**config.mk**
```make
export PLATFORM = sky130hd
export DESIGN_NAME = mhpq_ram
export DESIGN_NICKNAME = d
export VERILOG_FILES = /design/src/rtl/max_heap_priority_queue_defines.svh /design/src/rtl/mhpq_ram.sv
export SDC_FILE = /design/constraint.sdc
export NUM_CORES = 1
export LEC_CHECK = 0
export BUFFER_PORTS_ARGS = -buffer_cell sky130_fd_sc_hd__buf_2
export CAP_MARGIN = 10
export CORE_ASPECT_RATIO = 0.7
export CORE_MARGIN = 8
export CORE_UTILIZATION = 40
export DETAILED_ROUTE_END_ITERATION = 16
export SLEW_MARGIN = 20
export SYNTH_ARGS = -nofsm -noshare
export SYNTH_HDL_FRONTEND = slang
export SYNTH_SLANG_ARGS = --single-unit
```
**constraint.sdc**
```tcl
create_clock -name clk -period 1.95 [get_ports clk]
set_input_delay 0.39 -clock clk [delete_from_list [all_inputs] [get_ports clk]]
set_output_delay 0.39 -clock clk [all_outputs]
set_load 0.005 [all_outputs]
```
**src/rtl/max_heap_priority_queue_defines.svh**
```systemverilog
// assertion macros used by the priority queue rtl
`ifndef MAX_HEAP_PRIORITY_QUEUE_DEFINES_SVH
`define MAX_HEAP_PRIORITY_QUEUE_DEFINES_SVH

// property that must hold on every clock out of reset
`define MHPQ_ASSERT_ALWAYS(lbl, expr, msg) \
    lbl: assert property (@(posedge clk) disable iff (!rst_n) (expr)) \
        else $error(msg);

// same-cycle implication checked out of reset
`define MHPQ_ASSERT_IMPLY(lbl, ante, cons, msg) \
    lbl: assert property (@(posedge clk) disable iff (!rst_n) (ante) |-> (cons)) \
        else $error(msg);

`endif

```
**src/rtl/mhpq_ram.sv**
```systemverilog
// generic single-port ram with registered read data
module mhpq_ram #(
    parameter int DEPTH = 2,
    parameter int WIDTH = 8,
    localparam int AW   = (DEPTH > 1) ? $clog2(DEPTH) : 1
) (
    input  logic             clk,
    input  logic             rd_en,
    input  logic             wr_en,
    input  logic [AW-1:0]    addr,
    input  logic [WIDTH-1:0] wdata,
    output logic [WIDTH-1:0] rdata
);

    logic [WIDTH-1:0] mem [DEPTH];

    // write port
    always_ff @(posedge clk)
    begin
        if (wr_en)
        begin
            mem[addr] <= wdata;
        end
    end

    // registered read port
    always_ff @(posedge clk)
    begin
        if (rd_en)
        begin
            rdata <= mem[addr];
        end
    end

endmodule

```
==> metrics.csv <==
metric,value,unit
hold_buf cts,0,
share of the synthesized area in the top cell type,0.8300,
n_diodes,0,
worst hold-check path type,input port to register,
starting density of the core,0.4131,
Final Hold Fails,0,
via count,367,
"Max FO, Critical Path",1,
vias in the first global route,390,
Remaining DRCs,0,
status,"complete, no violations",
biggest area consumer among synthesized cells,edfxtp_1,
Sink Count,24,
Die Ht,54.98,um
Post-Syn Nets,47,
worst path required time,1.56,ns
CTS tree,done,
"Clk pin slew, worst setup/hold paths",0.12,ns
Post-CTS Setup Inserts,0,
Total Power,0.001028,W
post-synthesis simple-gate area fraction,0.01873,
initial drt markers,11,
Layout Area Growth over Synthesis,19.16,%
Placer Congestion,0.6540,
synth top area cells,"edfxtp_1 83%, mux2_4 14%, buf_6 1.3%, and2b_2 1.0%, and2_2 0.86%",
top post-synthesis cells by count,"24 x edfxtp_1, 8 x mux2_4, 1 x and2_2, 1 x and2b_2, 1 x buf_6",
nets,70,
Vias per Instance,4.531,
Pre-antenna DRT Iters,2,
Layout Cells excl Fill,81,
XOR/XNOR share of the synthesized area,0,
Post-synth top flop,edfxtp_1,
final setup violation count,0,
share of layout cells above drive strength 1,0.5789,
Final Critical Period,1.224,ns
dpl cells,77,
distinct cell type count after synthesis,5,
Compound-Gate Fraction of Synth Area,0,
RSZ-0062 raised after global routing,false,
"Cell Area, Synth",868.3,sq um
largest family of logic cells by synthesized area,multiplexers,
Tot GR Track Use,0.06688,
post-synthesis sequential area ratio,0.8300,
ys async rst share,0,
IO Count,20,
fmax,817.3,MHz
most frequent cell after synthesis,edfxtp_1,
peak supply drop,449.3,uV
CTS resizes,0,
synthesized area per cell,24.81,sq um
pin count of the biggest net entering global routing,15,
antenna violations before repair,0,
CTS Root Cell,clkbuf_4,
clock skew,0.002996,ns
H-tree levels,1,
Final Util,0.4923,
grt ovf,0,
DRT Wirelength,1.162,mm
critical path capture point type,output pin,
MaxCap Viol Count,0,
element type at the critical path start,register,
first-pass GRT wire length,1.904,mm
Die X,71.69,um
Worst-Skew Late Latency,0.30,ns
CP peak stage delay,0.39,ns
"EDFF count, synth",24,
Crit-path slowest cell,edfxtp_1,
I/O Buffers,19,
antenna-violating nets left,0,
Tcrit/Tclk final,0.6275,
final setup TNS,0,ns
Seq cells post-synth,24,
Leak Pwr,0.4052,nW
critical path class,register to output pin,
CP Cell Sequence,buf_2,
Row Count,14,
Post-Synth Adder-Cell Area,0,
measured slew at the worst slew-check pin,0.2824,ns
power density cells,993.4,mW/mm^2
"CP delay by family, top",flip-flops,
mux cell area share after synthesis,0.1383,
total CTS buffers,3,
Max transition margin,0.8117,
CP bufs+invs,1,
core area,0.002102,sq mm
YS warnings,0,
CTS max path bufs,2,
WL per Instance,14.35,um
synthesized instance count,35,
final max-slew violation count,0,
Die ar.,0.003942,sq mm
Crit path arrival time,0.83,ns
kinds of logic (layout without fill, tap and decap cells):
logic type / count (synthesis) / in the layout
DFF: 24 / 24
muxes: 8 / 8
buffers and inverters: 1 / 23
and+or+nand+nor: 2 / 2
worst paths after layout:
check        startpoint        end  slack (ns)  cells past startpoint
max            rdata[5]   rdata[5]        0.73                      1
min            wdata[0]  mem[0][0]        0.26                      1
max reg2reg   mem[1][2]   rdata[2]        1.03                      1
min reg2reg   mem[1][3]   rdata[3]        0.56                      1
sequential cells by signal (all words and copies together) (netlist names):
register,cells
mem,16
rdata,8
power breakdown:
group          switching (W)  internal [W]
clock               0.000135      0.000208
sequential        0.00000832      0.000609
combinational      0.0000288     0.0000391
total               0.000173      0.000855
layout make-up:
type	instances	area (sq um)
clock buffer	3	22.52
timing repair buffer	19	95.09
tap	24	30.03
fill	181	1067
clock inverter	1	30.03
sequential	24	720.7
multi-input combinational	10	136.4
metal layers:
metal / track usage / wire length (um) / part of all wire / vias up
li1: - / - / - / 181
met1: 0.06997 / 544 / 0.47 / 166
met2: 0.09789 / 480 / 0.41 / 20
met3: 0.05396 / 136 / 0.12 / 0
met4: 0.03030 / 0 / 0 / 0
met5: 0 / 0 / 0 / -
placed cells by master, fill, tap and decap left out:
cell type  instances
edfxtp_1          24
buf_2             19
mux2_4             8
clkbuf_4           3
and2b_2            1
and2_2             1
bufinv_16          1
stage by stage:
stage               hold WS, ns  cell area [sq um]  setup WS (ns)
finish                   0.2622               1035         0.7264
global route             0.2424               1035         0.6814
CTS                      0.2450               1035         0.7003
detailed placement       0.5359              982.2         0.6561
global placement         0.5358              982.2         0.6685
floorplan                0.4889              868.3         0.8349
No activity file was read; power rests on OpenSTA's default activity.
