`src/rtl/max_heap_priority_queue_defines.svh`:
```
// assertion macros used by the priority queue rtl
`ifndef MAX_HEAP_PRIORITY_QUEUE_DEFINES_SVH
`define MAX_HEAP_PRIORITY_QUEUE_DEFINES_SVH

// property that must hold on every clock out of reset
`define MHPQ_ASSERT_ALWAYS(lbl, expr, msg) \
    lbl: assert property (@(posedge clk) disable iff (!rst_n) (expr)) \
        else $error(msg);

// same-cycle implication checked out of reset
`define MHPQ_ASSERT_IMPLY(lbl, ante, cons, msg) \
    lbl: assert property (@(posedge clk) disable iff (!rst_n) (ante) |-> (cons)) \
        else $error(msg);

`endif

```
`src/rtl/mhpq_pkg.sv`:
```
// shared constants, types and helpers for the max-heap priority queue
package mhpq_pkg;

    localparam int HEAP_DEPTH   = 1024;
    localparam int VALUE_WIDTH  = 32;
    localparam int VALUE_PORT_W = 32;
    localparam int COUNT_PORT_W = 11;
    localparam int NUM_LEVELS   = $clog2(HEAP_DEPTH + 1);
    localparam int NODE_W       = NUM_LEVELS;
    localparam int CNT_W        = NUM_LEVELS;
    localparam int LVL_W        = (NUM_LEVELS > 1) ? $clog2(NUM_LEVELS) : 1;

    typedef logic signed [VALUE_WIDTH-1:0] store_t;
    typedef logic [NODE_W-1:0]             node_t;
    typedef logic [CNT_W-1:0]              count_t;
    typedef logic [LVL_W-1:0]              level_t;

    typedef enum logic [1:0] {
        OP_INSERT  = 2'd0,
        OP_DEL_MAX = 2'd1,
        OP_DEL_VAL = 2'd2,
        OP_NOP     = 2'd3
    } op_t;

    typedef enum logic [1:0] {
        ST_OK       = 2'd0,
        ST_EMPTY    = 2'd1,
        ST_FULL     = 2'd2,
        ST_NOTFOUND = 2'd3
    } status_t;

    typedef enum logic [3:0] {
        S_IDLE,
        S_SEARCH,
        S_LAST_RD,
        S_LAST_GET,
        S_SU_RD,
        S_SU_CMP,
        S_SD_RD_L,
        S_SD_RD_R,
        S_SD_CMP,
        S_FINISH
    } state_t;

    // access broadcast down the row of level cells, node is 1-based
    typedef struct packed {
        logic   rd;
        logic   wr;
        node_t  node;
        store_t data;
    } mem_cmd_t;

    // access a level cell hands to its own memory
    typedef struct packed {
        logic   rd;
        logic   wr;
        node_t  offset;
        store_t data;
    } ram_req_t;

    // number of heap slots that live on one tree level
    function automatic int level_depth(input int lvl);
        int first;
        int rest;
        first = 1 << lvl;
        rest  = HEAP_DEPTH + 1 - first;
        return (first < rest) ? first : rest;
    endfunction

    // address width of a level memory
    function automatic int level_aw(input int lvl);
        int d;
        d = level_depth(lvl);
        return (d > 1) ? $clog2(d) : 1;
    endfunction

endpackage

```
`src/rtl/mhpq_level_cell.sv`:
```
// one tree level: decodes its node range and joins the read-data chain
module mhpq_level_cell
    import mhpq_pkg::*;
(
    input  logic     clk,
    input  logic     rst_n,
    input  level_t   level,
    input  mem_cmd_t cmd,
    input  store_t   chain_in,
    input  store_t   ram_rdata,
    output ram_req_t ram_req,
    output store_t   chain_out,
    output logic     sel
);

    node_t base;
    logic  hit_reg;
    logic  hit_next;

    // this level holds nodes base .. 2*base-1
    always_comb
    begin
        base         = node_t'(1) << level;
        sel          = (cmd.rd | cmd.wr) && (cmd.node >= base) && ((cmd.node >> 1) < base);
        ram_req.rd   = sel & cmd.rd;
        ram_req.wr   = sel & cmd.wr;
        ram_req.offset = cmd.node - base;
        ram_req.data = cmd.data;
        hit_next     = sel & cmd.rd;
    end

    // remember which level answers the read
    always_ff @(posedge clk or negedge rst_n)
    begin
        if (!rst_n)
        begin
            hit_reg <= 1'b0;
        end
        else
        begin
            hit_reg <= hit_next;
        end
    end

    // pass read data along the row
    assign chain_out = chain_in | (hit_reg ? ram_rdata : store_t'(0));

endmodule

```
`config.mk`:
```
export PLATFORM = sky130hd
export DESIGN_NAME = mhpq_level_cell
export DESIGN_NICKNAME = d
export VERILOG_FILES = /design/src/rtl/max_heap_priority_queue_defines.svh /design/src/rtl/mhpq_pkg.sv /design/src/rtl/mhpq_level_cell.sv
export SDC_FILE = /design/constraint.sdc
export NUM_CORES = 1
export LEC_CHECK = 0
export ABC_AREA = 1
export BUFFER_PORTS_ARGS = -buffer_cell sky130_fd_sc_hd__buf_2
export CAP_MARGIN = 15
export CORE_AREA = 2 2 76 78
export DETAILED_ROUTE_END_ITERATION = 12
export DIE_AREA = 0 0 78 80
export PLACE_DENSITY = 0.82
export REMOVE_ABC_BUFFERS = 1
export SLEW_MARGIN = 20
export SYNTH_ARGS = -nofsm -noshare
export SYNTH_HDL_FRONTEND = slang
export SYNTH_SLANG_ARGS = --single-unit
```
`constraint.sdc`:
```
create_clock -name clk -period 3.8 [get_ports clk]
set_input_delay 0.76 -clock clk [delete_from_list [all_inputs] [get_ports clk]]
set_output_delay 0.76 -clock clk [all_outputs]
set_load 0.005 [all_outputs]
```
==> out/metrics.sh <==
OUTCOME='complete, no violations'
POST_ROUTE_CELLS_DRIVE_ABOVE_1_SHARE_PCT=43.91
SYNTHCELLS=220
DESIGN.PORTCOUNT=193
DIE_Y_UM=80
GR-USAGE-ALL-LAYERS_PCT=20.20
GLOBAL_ROUTE.USAGE.MET2_PCT=36.64
ROUTED_WIRE_LENGTH_PER_INSTANCE_UM=17.63
GRT_MAX_DEGREE=33
DIE_AREA_UM2=6240
NUMPORTBUFFERS=128
LAYOUT.NETS=450
WORST-PATH-BUF-INV=4
FINAL_CELL_MIX='128 x sky130_fd_sc_hd__buf_2, 51 x sky130_fd_sc_hd__nand2_1, 33 x sky130_fd_sc_hd__a21o_1'
YOSYSSEQAREASHARE_PCT=1.792
POST_DRT_VIA_CELL_RATIO=4.642
HOLDCRITPATHCLASS='in -> async'
TIMING.CRITICAL_PATH.CELLS='buf_2 > nor2_1 > nand2_1 > inv_1 > ha_1 > inv_1 > fa_1 > nand3_1 > nand2_1 > nand2_1 > nand3_1 > nand2_1 > nand2_1 > nand2_1 > nand2_1 > buf_2'
SYN_AREA_PER_CELL_UM2=6.347
GLOBAL_ROUTE.OVERFLOW_TOTAL=0
AREA_GROWTH_SYN_TO_LAYOUT_PCT=33.96
POST-PLACE-CELLS=384
TIMING.MAX_SLEW.REL_SLACK_PCT=37.93
FINALWORSTPATHREQUIREDPERIOD_NS=3.364
TOTALNEGATIVESETUPSLACK_NS=0
WORSTSETUPPATHTYPE='in -> out'
GRT_PASS1_VIAS=1717
FINALCRITPERIODSHARE_PCT=88.53
GP_ROUTABILITY_CONGESTION=0.7858
DP.FINAL_HPWL_UM=6000
MET3_USAGE_PCT=13.01
MAX-VDD-IR-DROP_mV=0.04308
MAPPEDNETLISTAREA_UM2=1396
TIMING.FINAL.SETUP_VIOLATIONS=0
P_LEAK_nW=1.261
GRT_SETUP_UNREPAIRED='false'
ANTENNA_FOUND_INITIAL=1
FINAL_CELL_COUNT_NO_FILL=385
CRITPATHSLOWESTCELL='sky130_fd_sc_hd__fa_1'
LARGEST_REGISTER_FF_COUNT=1
CRIT_PATH_MAX_INCR_DELAY_NS=0.40
CP_COMMON_CELL='sky130_fd_sc_hd__nand2_1'
PATH_CLK_SLEW_NS=0
CELL_FAMILY_WITH_THE_LARGEST_SHARE_OF_CRITICAL_PATH_DELAY='simple AND/OR/NAND/NOR gates'
DETAILEDROUTE.FIRSTPASSITERATIONCOUNT=4
START_UTIL_PCT=25.83
FIRST_PASS_GRT_WIRE_LENGTH_UM=9418
PATH_MAX_FANOUT=4
GLOBALROUTE.BUSIESTLAYER='met2'
POSTCTSRESIZEDCELLS=0
HOLD_VIOL_FINAL=0
YOSYS_WARNINGS=0
SLEW_VIOLATIONS=0
TIMING.CRITICAL_PATH.TO_TYPE='output pin'
POST-ROUTE-CELL-AREA_UM2=1871
PLACEMENTROWS=27
ANT_NETS=0
POST_CTS.REPAIR.SETUP_BUFFERS=0
MET1_TRACK_USAGE_GR_PCT=19.20
DRTITER0DRC=56
LAYOUT.CELLS.MOST_COMMON='sky130_fd_sc_hd__buf_2'
WORST_HOLD_SLACK_NS=0.5363
PLACED_AREA_UM2=1868
DRT-TOTAL-WL_UM=6787
SYNTH.FF_LATCH_COUNT=1
YOSYS.CELL_TYPES.COUNT=22
CP-START-KIND='input pin'
CORE_AREA_UM2=5405
LAYOUT.CORE_UTILIZATION_PCT=34.61
DETAILROUTE.VIA_COUNT=1787
FLOORPLAN.DIE.WIDTH_UM=78
NUMBER_OF_MAX_CAPACITANCE_VIOLATIONS_REPORTED=0
REMAINING_DRC_ERRORS=0
CRITPATHREQUIREDTIME_NS=3.04
WORST_EP_ARRIVAL_TIME_NS=2.60
TIMING_WORST_SLEW_PIN_VALUE_NS=0.9311
HOLD_BUF_CTS=0
POWER.DENSITY_CELL_AREA_nW_PER_UM2=123.0
FMAXACHIEVABLE_MHz=297.2
-- worst max-delay path by stage --
stage	from	end	slack, ns	depth (start not counted)
final	level[2]	ram_req[42]	0.44	16
after global routing	level[2]	ram_req[44]	0.20	14
after CTS	level[2]	ram_req[42]	0.42	16
after detailed placement	level[3]	ram_req[42]	0.43	16
after global placement	level[2]	ram_req[42]	0.49	16
after floorplan	level[3]	ram_req[42]	0.87	14
-- cell usage after synthesis --
cell	count	area [µm²]
sky130_fd_sc_hd__buf_4	33	247.7
sky130_fd_sc_hd__nand2_4	1	11.26
sky130_fd_sc_hd__inv_1	24	90.09
sky130_fd_sc_hd__o21ai_0	1	5.000
sky130_fd_sc_hd__xnor2_1	2	17.52
sky130_fd_sc_hd__nand2_1	51	191.4
sky130_fd_sc_hd__dfrtp_1	1	25.02
sky130_fd_sc_hd__nand2_2	2	12.51
sky130_fd_sc_hd__xor2_1	5	43.79
sky130_fd_sc_hd__nor2_2	1	6.260
sky130_fd_sc_hd__ha_1	20	250.2
sky130_fd_sc_hd__nand3_1	9	45.04
sky130_fd_sc_hd__nor2_4	2	22.52
sky130_fd_sc_hd__nor2_1	16	60.06
sky130_fd_sc_hd__inv_2	1	3.750
sky130_fd_sc_hd__a31oi_1	2	12.51
sky130_fd_sc_hd__clkbuf_1	3	11.26
sky130_fd_sc_hd__o21bai_1	1	7.510
sky130_fd_sc_hd__fa_1	1	20.02
sky130_fd_sc_hd__a21oi_1	9	45.04
sky130_fd_sc_hd__nand3_2	2	20.02
sky130_fd_sc_hd__a21o_1	33	247.7
-- metrics by stage --
step	total power, mW	setup slack, ns
2_1_floorplan	0.1227	0.8654
3_3_place_gp	0.2248	0.4886
3_5_place_dp	0.2290	0.4292
4_1_cts	0.2309	0.4234
5_1_grt	0.2576	0.2023
6_report	0.2300	0.4357
-- layout make-up --
cell class / instances / area, µm²
flip-flops and latches: 1 / 25.02
fillers: 615 / 3535
well taps: 72 / 90.09
repair buffers: 128 / 640.6
diodes: 1 / 2.502
inverters: 25 / 93.84
multi-input cells: 158 / 1018
-- per-layer routing --
metal | share of wire, % | wire length, µm
met2 | 49 | 3304
met4 | 1.2 | 81
met5 | 0.87 | 59
met1 | 35 | 2361
met3 | 14 | 980
-- logic make-up (layout without fill, tap and decap cells) --
group                    count (synthesis)  after routing  synth area share [%]
buffers and inverters                   61            153                 25.27
adder cells (fa/ha/maj)                 21             21                 19.35
XOR/XNOR                                 7              7                 4.391
flip-flops                               1              1                 1.792
AO/OA/AOI/OAI                           46             46                 22.76
AND/OR/NAND/NOR                         84             84                 26.43
other                                    0              1                     0
-- power by group --
group / leakage (nW) / internal, mW / total, mW / switching [mW]
combinational: 1.25 / 0.108 / 0.213 / 0.105
sequential: 0.0136 / 0.0114 / 0.0167 / 0.00534
clock: 0.00000634 / 0.0000000352 / 0.0000000352 / 0
Note: power is estimated with default switching activity, not from simulation.
